$ cat src/design/csa_pkg.sv
// ----------------------------------------------------------------------------
// csa_pkg
// Shared types and constants of the circular next-free-slot allocator:
// result codes, request codes, datapath operations, controller states and
// the command and status words that pass between controller and datapath.
// ----------------------------------------------------------------------------
package csa_pkg;

    // Fixed widths of the external fields.
    localparam int SLOT_W = 10;
    localparam int CFG_W  = 11;

    // Request codes.
    localparam logic FUNC_ALLOC   = 1'b0;
    localparam logic FUNC_RELEASE = 1'b1;

    // Result codes.
    typedef enum logic [1:0] {
        ST_GRANTED  = 2'd0,
        ST_FULL     = 2'd1,
        ST_RELEASED = 2'd2,
        ST_BAD      = 2'd3
    } status_t;

    // Operations the controller asks of the datapath.
    typedef enum logic [3:0] {
        OP_NONE,
        OP_CFG,
        OP_SWEEP,
        OP_LOAD,
        OP_READ_NODE,
        OP_TO_SIB,
        OP_UP,
        OP_ROOT,
        OP_READ_LEFT,
        OP_DOWN_LEFT,
        OP_DOWN_RIGHT,
        OP_FOUND,
        OP_WRITE_UPD,
        OP_RESULT
    } dp_op_t;

    // Controller states.
    typedef enum logic [3:0] {
        S_INIT,
        S_IDLE,
        S_DISPATCH,
        S_REL_CHK,
        S_UP_CHK,
        S_UP_STEP,
        S_SIB_CHK,
        S_DOWN_STEP,
        S_DOWN_CHK,
        S_WRAP_CHK,
        S_UPD_RD,
        S_UPD_WR,
        S_FINISH
    } state_t;

    // Command word from controller to datapath.
    typedef struct packed {
        dp_op_t  op;
        status_t st;
    } cmd_t;

    // Status word from datapath to controller.
    typedef struct packed {
        logic cnt_nz;
        logic at_root;
        logic is_left;
        logic is_leaf;
        logic start_oob;
        logic is_release;
        logic sweep_last;
    } stat_t;

endpackage

$ cat src/design/csa_ctrl.sv
// ----------------------------------------------------------------------------
// csa_ctrl
// Controller of the allocator: sequences the clearing sweep, the climb and
// descent through the count tree, the wrap search and the count update.
// ----------------------------------------------------------------------------
module csa_ctrl (
    input  logic           clk,
    input  logic           rst_n,
    input  logic           start,
    output logic           busy,
    input  logic           cfg_valid,
    output logic           cfg_ready,
    output csa_pkg::cmd_t  cmd,
    input  csa_pkg::stat_t stat
);

    csa_pkg::state_t state_reg, state_next;

    // State register.
    always_ff @(posedge clk or negedge rst_n)
    begin
        if (!rst_n)
        begin
            state_reg <= csa_pkg::S_INIT;
        end
        else
        begin
            state_reg <= state_next;
        end
    end

    // Next state.
    always_comb
    begin
        state_next = state_reg;
        case (state_reg)
            csa_pkg::S_INIT:
            begin
                if (!cfg_valid && stat.sweep_last)
                begin
                    state_next = csa_pkg::S_IDLE;
                end
            end
            csa_pkg::S_IDLE:
            begin
                if (cfg_valid)
                begin
                    state_next = csa_pkg::S_INIT;
                end
                else if (start)
                begin
                    state_next = csa_pkg::S_DISPATCH;
                end
            end
            csa_pkg::S_DISPATCH:
            begin
                if (stat.is_release)
                begin
                    state_next = stat.start_oob ? csa_pkg::S_IDLE : csa_pkg::S_REL_CHK;
                end
                else
                begin
                    state_next = stat.start_oob ? csa_pkg::S_WRAP_CHK : csa_pkg::S_UP_CHK;
                end
            end
            csa_pkg::S_REL_CHK:
            begin
                state_next = stat.cnt_nz ? csa_pkg::S_IDLE : csa_pkg::S_UPD_RD;
            end
            csa_pkg::S_UP_CHK:
            begin
                state_next = stat.cnt_nz ? csa_pkg::S_UPD_RD : csa_pkg::S_UP_STEP;
            end
            csa_pkg::S_UP_STEP:
            begin
                if (stat.at_root)
                begin
                    state_next = csa_pkg::S_WRAP_CHK;
                end
                else if (stat.is_left)
                begin
                    state_next = csa_pkg::S_SIB_CHK;
                end
            end
            csa_pkg::S_SIB_CHK:
            begin
                state_next = stat.cnt_nz ? csa_pkg::S_DOWN_STEP : csa_pkg::S_UP_STEP;
            end
            csa_pkg::S_DOWN_STEP:
            begin
                state_next = stat.is_leaf ? csa_pkg::S_UPD_RD : csa_pkg::S_DOWN_CHK;
            end
            csa_pkg::S_DOWN_CHK:
            begin
                state_next = csa_pkg::S_DOWN_STEP;
            end
            csa_pkg::S_WRAP_CHK:
            begin
                state_next = stat.cnt_nz ? csa_pkg::S_DOWN_STEP : csa_pkg::S_IDLE;
            end
            csa_pkg::S_UPD_RD:
            begin
                state_next = csa_pkg::S_UPD_WR;
            end
            csa_pkg::S_UPD_WR:
            begin
                state_next = stat.at_root ? csa_pkg::S_FINISH : csa_pkg::S_UPD_RD;
            end
            csa_pkg::S_FINISH:
            begin
                state_next = csa_pkg::S_IDLE;
            end
            default:
            begin
                state_next = csa_pkg::S_IDLE;
            end
        endcase
    end

    // Commands and handshake outputs.
    always_comb
    begin
        cmd.op    = csa_pkg::OP_NONE;
        cmd.st    = csa_pkg::ST_BAD;
        busy      = (state_reg != csa_pkg::S_IDLE) || cfg_valid;
        cfg_ready = (state_reg inside {csa_pkg::S_IDLE, csa_pkg::S_INIT});
        case (state_reg)
            csa_pkg::S_INIT:
            begin
                cmd.op = cfg_valid ? csa_pkg::OP_CFG : csa_pkg::OP_SWEEP;
            end
            csa_pkg::S_IDLE:
            begin
                if (cfg_valid)
                begin
                    cmd.op = csa_pkg::OP_CFG;
                end
                else if (start)
                begin
                    cmd.op = csa_pkg::OP_LOAD;
                end
            end
            csa_pkg::S_DISPATCH:
            begin
                if (stat.is_release)
                begin
                    cmd.op = stat.start_oob ? csa_pkg::OP_RESULT : csa_pkg::OP_READ_NODE;
                end
                else
                begin
                    cmd.op = stat.start_oob ? csa_pkg::OP_ROOT : csa_pkg::OP_READ_NODE;
                end
            end
            csa_pkg::S_REL_CHK:
            begin
                if (stat.cnt_nz)
                begin
                    cmd.op = csa_pkg::OP_RESULT;
                end
            end
            csa_pkg::S_UP_CHK:
            begin
                if (stat.cnt_nz)
                begin
                    cmd.op = csa_pkg::OP_FOUND;
                end
            end
            csa_pkg::S_UP_STEP:
            begin
                if (stat.at_root)
                begin
                    cmd.op = csa_pkg::OP_ROOT;
                end
                else if (stat.is_left)
                begin
                    cmd.op = csa_pkg::OP_TO_SIB;
                end
                else
                begin
                    cmd.op = csa_pkg::OP_UP;
                end
            end
            csa_pkg::S_SIB_CHK:
            begin
                if (!stat.cnt_nz)
                begin
                    cmd.op = csa_pkg::OP_UP;
                end
            end
            csa_pkg::S_DOWN_STEP:
            begin
                cmd.op = stat.is_leaf ? csa_pkg::OP_FOUND : csa_pkg::OP_READ_LEFT;
            end
            csa_pkg::S_DOWN_CHK:
            begin
                cmd.op = stat.cnt_nz ? csa_pkg::OP_DOWN_LEFT : csa_pkg::OP_DOWN_RIGHT;
            end
            csa_pkg::S_WRAP_CHK:
            begin
                if (!stat.cnt_nz)
                begin
                    cmd.op = csa_pkg::OP_RESULT;
                    cmd.st = csa_pkg::ST_FULL;
                end
            end
            csa_pkg::S_UPD_RD:
            begin
                cmd.op = csa_pkg::OP_READ_NODE;
            end
            csa_pkg::S_UPD_WR:
            begin
                cmd.op = csa_pkg::OP_WRITE_UPD;
            end
            csa_pkg::S_FINISH:
            begin
                cmd.op = csa_pkg::OP_RESULT;
                cmd.st = stat.is_release ? csa_pkg::ST_RELEASED : csa_pkg::ST_GRANTED;
            end
            default:
            begin
                cmd.op = csa_pkg::OP_NONE;
            end
        endcase
    end

endmodule

$ cat config.mk
export PLATFORM = sky130hd
export DESIGN_NAME = csa_ctrl
export DESIGN_NICKNAME = d
export VERILOG_FILES = /design/src/design/csa_pkg.sv /design/src/design/csa_ctrl.sv
export SDC_FILE = /design/constraint.sdc
export NUM_CORES = 1
export LEC_CHECK = 0
export ABC_AREA = 1
export ABC_CLOCK_PERIOD_IN_PS = 1700
export BUFFER_PORTS_ARGS = -buffer_cell sky130_fd_sc_hd__clkbuf_2
export CELL_PAD_IN_SITES_DETAIL_PLACEMENT = 2
export CELL_PAD_IN_SITES_GLOBAL_PLACEMENT = 2
export CORE_MARGIN = 5
export CORE_UTILIZATION = 23
export CTS_CLUSTER_DIAMETER = 200
export DETAILED_ROUTE_END_ITERATION = 6
export PLACE_DENSITY_LB_ADDON = 0.1
export SLEW_MARGIN = 20
export SYNTH_ARGS = -nofsm -noshare
export SYNTH_HDL_FRONTEND = slang
export SYNTH_SLANG_ARGS = --single-unit
export TNS_END_PERCENT = 100
$ cat constraint.sdc
create_clock -name clk -period 1.7 [get_ports clk]
set_input_delay 0.255 -clock clk [delete_from_list [all_inputs] [get_ports clk]]
set_output_delay 0.255 -clock clk [all_outputs]
set_load 0.005 [all_outputs]
Word-level counts from Yosys, hierarchy flattened
Cells that the tools add are included.
Word-level totals
  register bits after elaboration: 4
  logic and storage cells: 55
  input port bits: 11
  output and inout bits: 8
Cells by class
  reductions and logical operators: 6
  multiplexer cells: 32
  equality and inequality tests: 16
Operator list (count)
  $mux 4: 13
  $pmux 4 s13: 1
  $pmux 4 s12: 1
  $mux 2: 12
  $eq 4x4->1 const B: 5
  $eq 4x3->1 const B: 4
  $mux 3: 3
  $eq 4x2->1 const B: 2
  $mux 6: 1
  $ne 3x3->1 const B: 2
  $eq 4x1->1 const B: 1
  $logic_not 4->1: 1
  $ne 4x1->1 const B: 1
  $pmux 2 s2: 1
  $reduce_and 3->1: 1
  $ne 2x2->1 const B: 1
  $reduce_bool 2->1: 1
  $logic_and 1x1->1: 1
  $logic_not 1->1: 1
  $logic_or 1x1->1: 1

Longest topological paths before layout
Gate-level depths: netlist (run 1).
  word-level depth: 4
  depth in mapped cells: 9
  depth with buffers taken out: 9

Least setup slack after synthesis (run 1)
No wires, ideal clock.
  path kind: reg-to-output
  start point: reg state_reg[2]
  end point: out cmd[3] in the netlist's numbering
  buffers on the path: 0
  cell stages (with the launch flop): 6
  setup slack: 0.342 ns
  arrival: 1.103 ns
  data required time: 1.445 ns
  cell sequence: dfrtp_1 nor2_2 nand2_1 nor2_1 nand2_1 nand3_1
RTL lines
  start: declaration: line csa_ctrl.sv:17  | csa_pkg::state_t state_reg, state_next;
  start signal: assignment: line csa_ctrl.sv:24  | state_reg <= csa_pkg::S_INIT;
  start signal: assignment: line csa_ctrl.sv:28  | state_reg <= state_next;
  end: declaration: line csa_ctrl.sv:13  | output csa_pkg::cmd_t cmd,

==> impl_metrics.yaml, run 1 <==
status:
  violations: "setup timing"
  status: "finished, violations left"
yosys:
  ys_ff_latch: 4
  yosysWarnings: 0
  ys_types: 16
  yosys.area_share.adder: 0
  synth.area.mux_share: 0
  syn_avg_cell_area_um2: 5.32
  synth_compound_gate_area_share: 0.117
  synth_area_um2: 612
  syn_nets: 126
  synth-simple-area-share: 0.616
  synth_top_family_by_area: "simple AND/OR/NAND/NOR gates"
  netlist_instances: 115
  ys_seq_area_frac: 0.164
  synth_xor_area_frac: 0
timing:
  finalHoldViolCount: 0
  fin_crit_ns: 1.89
  slew_violations: 0
  tightestPinTransition_ns: 0.413
  fmax_mhz: 530
  finalClockSkew_ns: 0.00523
  final-setup-viol-count: 6
  fin_crit_sh: 1.11
  relSlewSlack: 0.723
  rsz0062_at_grt: "yes"
  fin_ws_ns: -0.186
placed_design:
  post_dp_cell_area_um2: 803
  io_buffer_count: 18
  dp_hpwl_um: 2520
  dp_slack_ns: -0.00331
  place_congestion: 0.808
power_and_ir_drop:
  power_density_mw_per_mm2: 1720
  p_leak_nw: 0.587
  p_total_mw: 1.85
  worst_ir_drop_vdd_mv: 0.854
critical_path:
  cp_max_fo: 5
  endpoint: "cmd[4]"
  reg2reg_slack_ns: -0.04
  timing.rr.end: "state_reg[2]"
  path_cells: "buf_6, nor2_4, nand3_2, nand2_2, nor2_2, o2111ai_1, buf_2"
  cpMaxStageDelayCell: "dfrtp_2"
  worst_setup_path_end_kind: "output pin"
  start_kind: "flip-flop"
  worstPathRequired_ns: 1.44
  cpPeakStageDelay_ns: 0.45
  rr_startpoint: "state_reg[0]"
  worstRegToRegCells: 9
  crit_type: "flip-flop to output pin"
  cp.arrival_ns: 1.63
  crit_path_start: "state_reg[1]"
final_layout:
  largest_reg_flops: 4
  fillers: 310
  antennaDiodeCount: 0
  finalCoreUtilization: 0.432
  fin_nets: 174
  final_area_mm2: 0.00108
  syn_to_final_growth_pct: 76.7
  final_layout_size_suffix_gt1_frac: 0.503
global_routing:
  antenna_found_initial: 0
  grt_max_degree: 9
  grt_use_total: 0.207
  grt_pass1_wl_um: 5530
  grt_pass1_vias: 1052
  grt.overflow.total: 0
clock_network:
  clk-insertion-delay-late_ns: 0.24
  clk_pin_slew_ns: 0.04
  cts_made_buffers: 3
  clk_path_buf_depth: 2
  cts_root_buf: "clkbuf_4"
  htree_levels: 1
  cts_tree: "yes"
  clock_sinks: 4
drt:
  postRouteAntennaNets: 0
  drt-wirelength-per-cell_um: 21.7
  first_pass_iters: 4
  drt_iter0_markers: 27
  wl_um: 4150
  routed_via_density: 5.32
  drc_errors: 0
  vias: 1016
floorplanning:
  placementRows: 18
  coreArea_mm2: 0.00250
  die_x_um: 61.6
  dieArea_mm2: 0.00379
  boundaryPins: 19
  floorplan.initialDensity: 0.245
  die_y_um: 61.6
flow_run:
  drv_cap: 0
worst_hold_path:
  holdCritPathClass: "input pin to async pin"
==> stage by stage <==
step           hold WS [ns]  setup TNS [ns]  cells
2_1_floorplan       -0.0406               0    115
3_3_place_gp         0.0662               0    171
3_5_place_dp         0.0699        -0.00331    171
4_1_cts               0.355          -0.275    186
5_1_grt               0.365           -1.28    191
6_report              0.357          -0.664    191
==> area by class of cell <==
type / count / area [um^2] / area share
Multi-Input combinational cell: 94 / 549 / 0.508
Timing Repair Buffer: 44 / 304 / 0.281
Sequential cell: 4 / 105 / 0.0972
Inverter: 16 / 62.6 / 0.0579
Tap cell: 30 / 37.5 / 0.0347
Clock buffer: 3 / 22.5 / 0.0208
==> critical path: cells and delay by family, from the launching register on <==
kind                   cells  cell delay, ns
buffers and inverters      2            0.30
AND/OR/NAND/NOR            4            0.51
flip-flops                 1            0.45
AO/OA/AOI/OAI              1            0.12
==> power breakdown <==
part | internal (mW) | switching, mW | leakage (nW)
sequential | 0.145 | 0.104 | 0.0466
combinational | 0.637 | 0.843 | 0.527
clock | 0.0794 | 0.0458 | 0.0138
==> layout by cell type, fill, tap and decap left out, drive strengths merged <==
cell type	instances
inv	16
dlygate4sd3	1
o2111ai	1
buf	27
clkbuf	19
nor3	4
nand3	21
nor2	24
a21oi	6
o21ai	5
nand3b	1
dfrtp	4
nand2	30
and3	1
o211ai	1
==> timing repair <==
item,in CTS,in global routing
gates resized for setup,20,20
hold buffers,1,0
hold endpoints to repair,4,0
buffers inserted,11,5
setup endpoints to repair,5,7
gates cloned,0,0
pin swaps,9,10
==> routing by layer <==
layer  global-route usage  share of wire  vias up  wire length, um
li1                     -              -      470                -
met1                0.277           0.42      493             1740
met2                0.339           0.49       39             2020
met3               0.0356          0.057       14              238
met4               0.0606          0.035        0              145
met5                    0              0        -                0
==> how the worst min path moves through the flow <==
stage / from / to / slack (ns) / depth (start not counted)
after floorplan: rst_n / state_reg[0] / -0.04 / 0
after global placement: rst_n / state_reg[1] / 0.07 / 1
after detailed placement: rst_n / state_reg[1] / 0.07 / 1
after CTS: rst_n / state_reg[1] / 0.36 / 2
after global routing: rst_n / state_reg[3] / 0.36 / 2
final: rst_n / state_reg[0] / 0.36 / 2
==> kinds of logic (layout without fill, tap and decap cells) <==
kind of cell / count (synthesis) / count (layout)
simple gates: 81 / 81
flops: 4 / 4
buf+inv: 17 / 63
compound gates: 13 / 13
==> synth_stat cells, drive strengths merged <==
master	instances	area share
o211ai	1	0.012
nand3b	1	0.012
a21oi	6	0.049
o21ai	5	0.041
o2111ai	1	0.014
nand2	30	0.18
inv	16	0.098
nand3	21	0.17
and3	1	0.010
nor3	4	0.033
clkbuf	1	0.0061
nor2	24	0.20
dfrtp	4	0.16
No activity file was read; power rests on OpenSTA's default activity.
==> inputs of run 2 (changes only) <==
--- a/config.mk
+++ b/config.mk
@@ -14,6 +14,7 @@
 export CORE_UTILIZATION = 23
 export CTS_CLUSTER_DIAMETER = 200
 export DETAILED_ROUTE_END_ITERATION = 6
+export GPL_TIMING_DRIVEN = 0
 export PLACE_DENSITY_LB_ADDON = 0.1
 export SLEW_MARGIN = 20
 export SYNTH_ARGS = -nofsm -noshare
==> run 2 against run 1 <==
  * The flow still finishes with violations (setup timing)
  * Core utilization is 0.45 points higher
  * Global-route usage is 0.38 points higher
  * Sequential cell count stayed put
  * Hold slack hardly changed
  * Design area is 1.0% higher
  * Via count is 2.1% lower
  * Largest power group unchanged
  * Highest routed layer unchanged
==> impl_metrics.yaml, run 2 (same netlist as run 1, synthesis figures left out) <==
power_and_ir_drop:
  seq_power_share: 0.145
  p_int_uw: 816
  p_leak_nw: 0.603
  power_density_mw_per_mm2: 1680
  worst_ir_drop_vdd_mv: 0.771
  switching_share: 0.556
  p_switching_mw: 1.02
  combPwrFrac: 0.788
  clock_power_share: 0.067
flow_run:
  drv_cap: 0
critical_path:
  critical_path_buf_inv_count: 2
  cp.depth: 7
  worstRegToRegCells: 8
  cp.arrival_ns: 1.66
  cpPeakStageDelay_ns: 0.50
  crit_type: "flip-flop to output pin"
  path_cells: "inv_4, nor2_4, nand3_4, o21ai_1, nor2_1, nand3_2, clkbuf_2"
  worst_setup_path_end_kind: "output pin"
  reg2reg_slack_ns: 0.08
  cp_max_fo: 6
  cpMaxStageDelayCell: "dfrtp_2"
  worstPathRequired_ns: 1.44
  timing.rr.end: "state_reg[0]"
  crit_family: "simple AND/OR/NAND/NOR gates"
  start_kind: "flip-flop"
  rr_startpoint: "state_reg[1]"
worst_hold_path:
  holdCritPathClass: "input pin to async pin"
floorplanning:
  placementRows: 18
  coreArea_mm2: 0.00250
  dieArea_mm2: 0.00379
  die_y_um: 61.6
  floorplan.initialDensity: 0.245
  boundaryPins: 19
  die_x_um: 61.6
final_layout:
  finalCoreUtilization: 0.437
  final_layout_size_suffix_gt1_frac: 0.506
  antennaDiodeCount: 0
  syn_to_final_growth_pct: 78.5
  largest_reg_flops: 4
  fin_nets: 169
  multi_input_area_um2: 606
  final_area_mm2: 0.00109
  fillers: 293
  seq_area_um2: 105
  layout_commonest_cell: "nand2_1"
  most-common-layout-cells: "nand2_1 (20), buf_4 (18), nor2_1 (14), clkbuf_2 (14), nand3_1 (13)"
clock_network:
  clk_pin_slew_ns: 0.05
  cts_root_buf: "clkbuf_4"
  cts_made_buffers: 3
  htree_levels: 1
  clk_path_buf_depth: 2
  clock_sinks: 4
  cts_tree: "yes"
  clk-insertion-delay-late_ns: 0.23
timing:
  tightestPinTransition_ns: 0.634
  fin_crit_ns: 1.91
  slew_violations: 0
  fin_ws_ns: -0.213
  fmax_mhz: 523
  rsz0062_at_grt: "yes"
  relSlewSlack: 0.578
  finalClockSkew_ns: 0.00690
  final-setup-viol-count: 5
  finalHoldViolCount: 0
  fin_crit_sh: 1.13
global_routing:
  grt_pass1_vias: 1095
  antenna_found_initial: 0
  grt_pass1_wl_um: 5670
  grt.overflow.total: 0
  grt_use_total: 0.211
  grt_max_degree: 9
drt:
  first_pass_iters: 4
  drt_iter0_markers: 19
  postRouteAntennaNets: 0
  drc_errors: 0
  vias: 995
  drt-wirelength-per-cell_um: 21.4
  routed_via_density: 5.35
  wl_um: 3990
placed_design:
  io_buffer_count: 17
  dp_slack_ns: -0.136
  place_congestion: 0.810
  post_dp_cell_area_um2: 734
  dp_hpwl_um: 2250
status:
  violations: "setup timing"
  status: "finished, violations left"
## run 2: per-layer routing
| metal | part of all wire | GRT usage | up-vias |
|---|---|---|---|
| met3 | 0.026 | 0.00629 | 10 |
| met2 | 0.50 | 0.383 | 33 |
| met1 | 0.44 | 0.276 | 496 |
| met4 | 0.030 | 0.0455 | 0 |
| met5 | 0 | 0 | - |
| li1 | - | - | 456 |
## run 2: layout make-up
cell class | count | share of cell area
Tap cell | 30 | 0.0344
Buffer | 1 | 0.00344
Timing Repair Buffer | 38 | 0.231
Sequential cell | 4 | 0.0962
Multi-Input combinational cell | 94 | 0.554
Inverter | 16 | 0.0596
Clock buffer | 3 | 0.0206
## run 2: worst max-delay path by stage
| stage | from | to | slack [ns] |
|---|---|---|---|
| final | state_reg[2] | cmd[3] | -0.21 |
| after global routing | state_reg[0] | cmd[3] | -0.24 |
| after CTS | state_reg[1] | cmd[3] | -0.06 |
| after detailed placement | state_reg[2] | cmd[3] | -0.14 |
| after global placement | state_reg[2] | cmd[3] | -0.10 |
| after floorplan | state_reg[2] | cmd[3] | 0.34 |
## run 2: power groups by stage
| stage | Clock, mW | Sequential (mW) | Combinational, mW |
|---|---|---|---|
| after CTS | 0.122 | 0.254 | 1.19 |
| after detailed placement | 0 | 0.223 | 0.866 |
| after global placement | 0 | 0.217 | 0.854 |
| final | 0.123 | 0.266 | 1.45 |
| after global routing | 0.128 | 0.274 | 1.55 |
| after floorplan | 0 | 0.203 | 0.568 |
## run 2: repair_timing
action | 4_1_cts | 5_1_grt
gates resized for setup | 32 | 21
buffers inserted | 16 | 4
hold buffers | 1 | 0
pin swaps | 11 | 11
cloned | 0 | 0
endpoints found under the setup margin | 5 | 5
hold endpoints to repair | 4 | 0
## run 2: worst reg2reg max path: stages, from the launching register on
cell      delay, ns
dfrtp_2        0.48
nor2_4         0.29
buf_4          0.17
buf_4          0.11
nand3_1        0.11
nand2_1        0.09
nand3b_1       0.15
nand2_1        0.08
nand2_1        0.08
## run 2: per-stage QoR
step	hold WS, ns	setup TNS, ns	total power [mW]	cells
after floorplan	-0.0406	0	0.771	115
after global placement	0.0648	-0.151	1.07	162
after detailed placement	0.0700	-0.241	1.09	162
after CTS	0.359	-0.193	1.56	182
after global routing	0.365	-1.01	1.96	186
final	0.356	-0.745	1.84	186
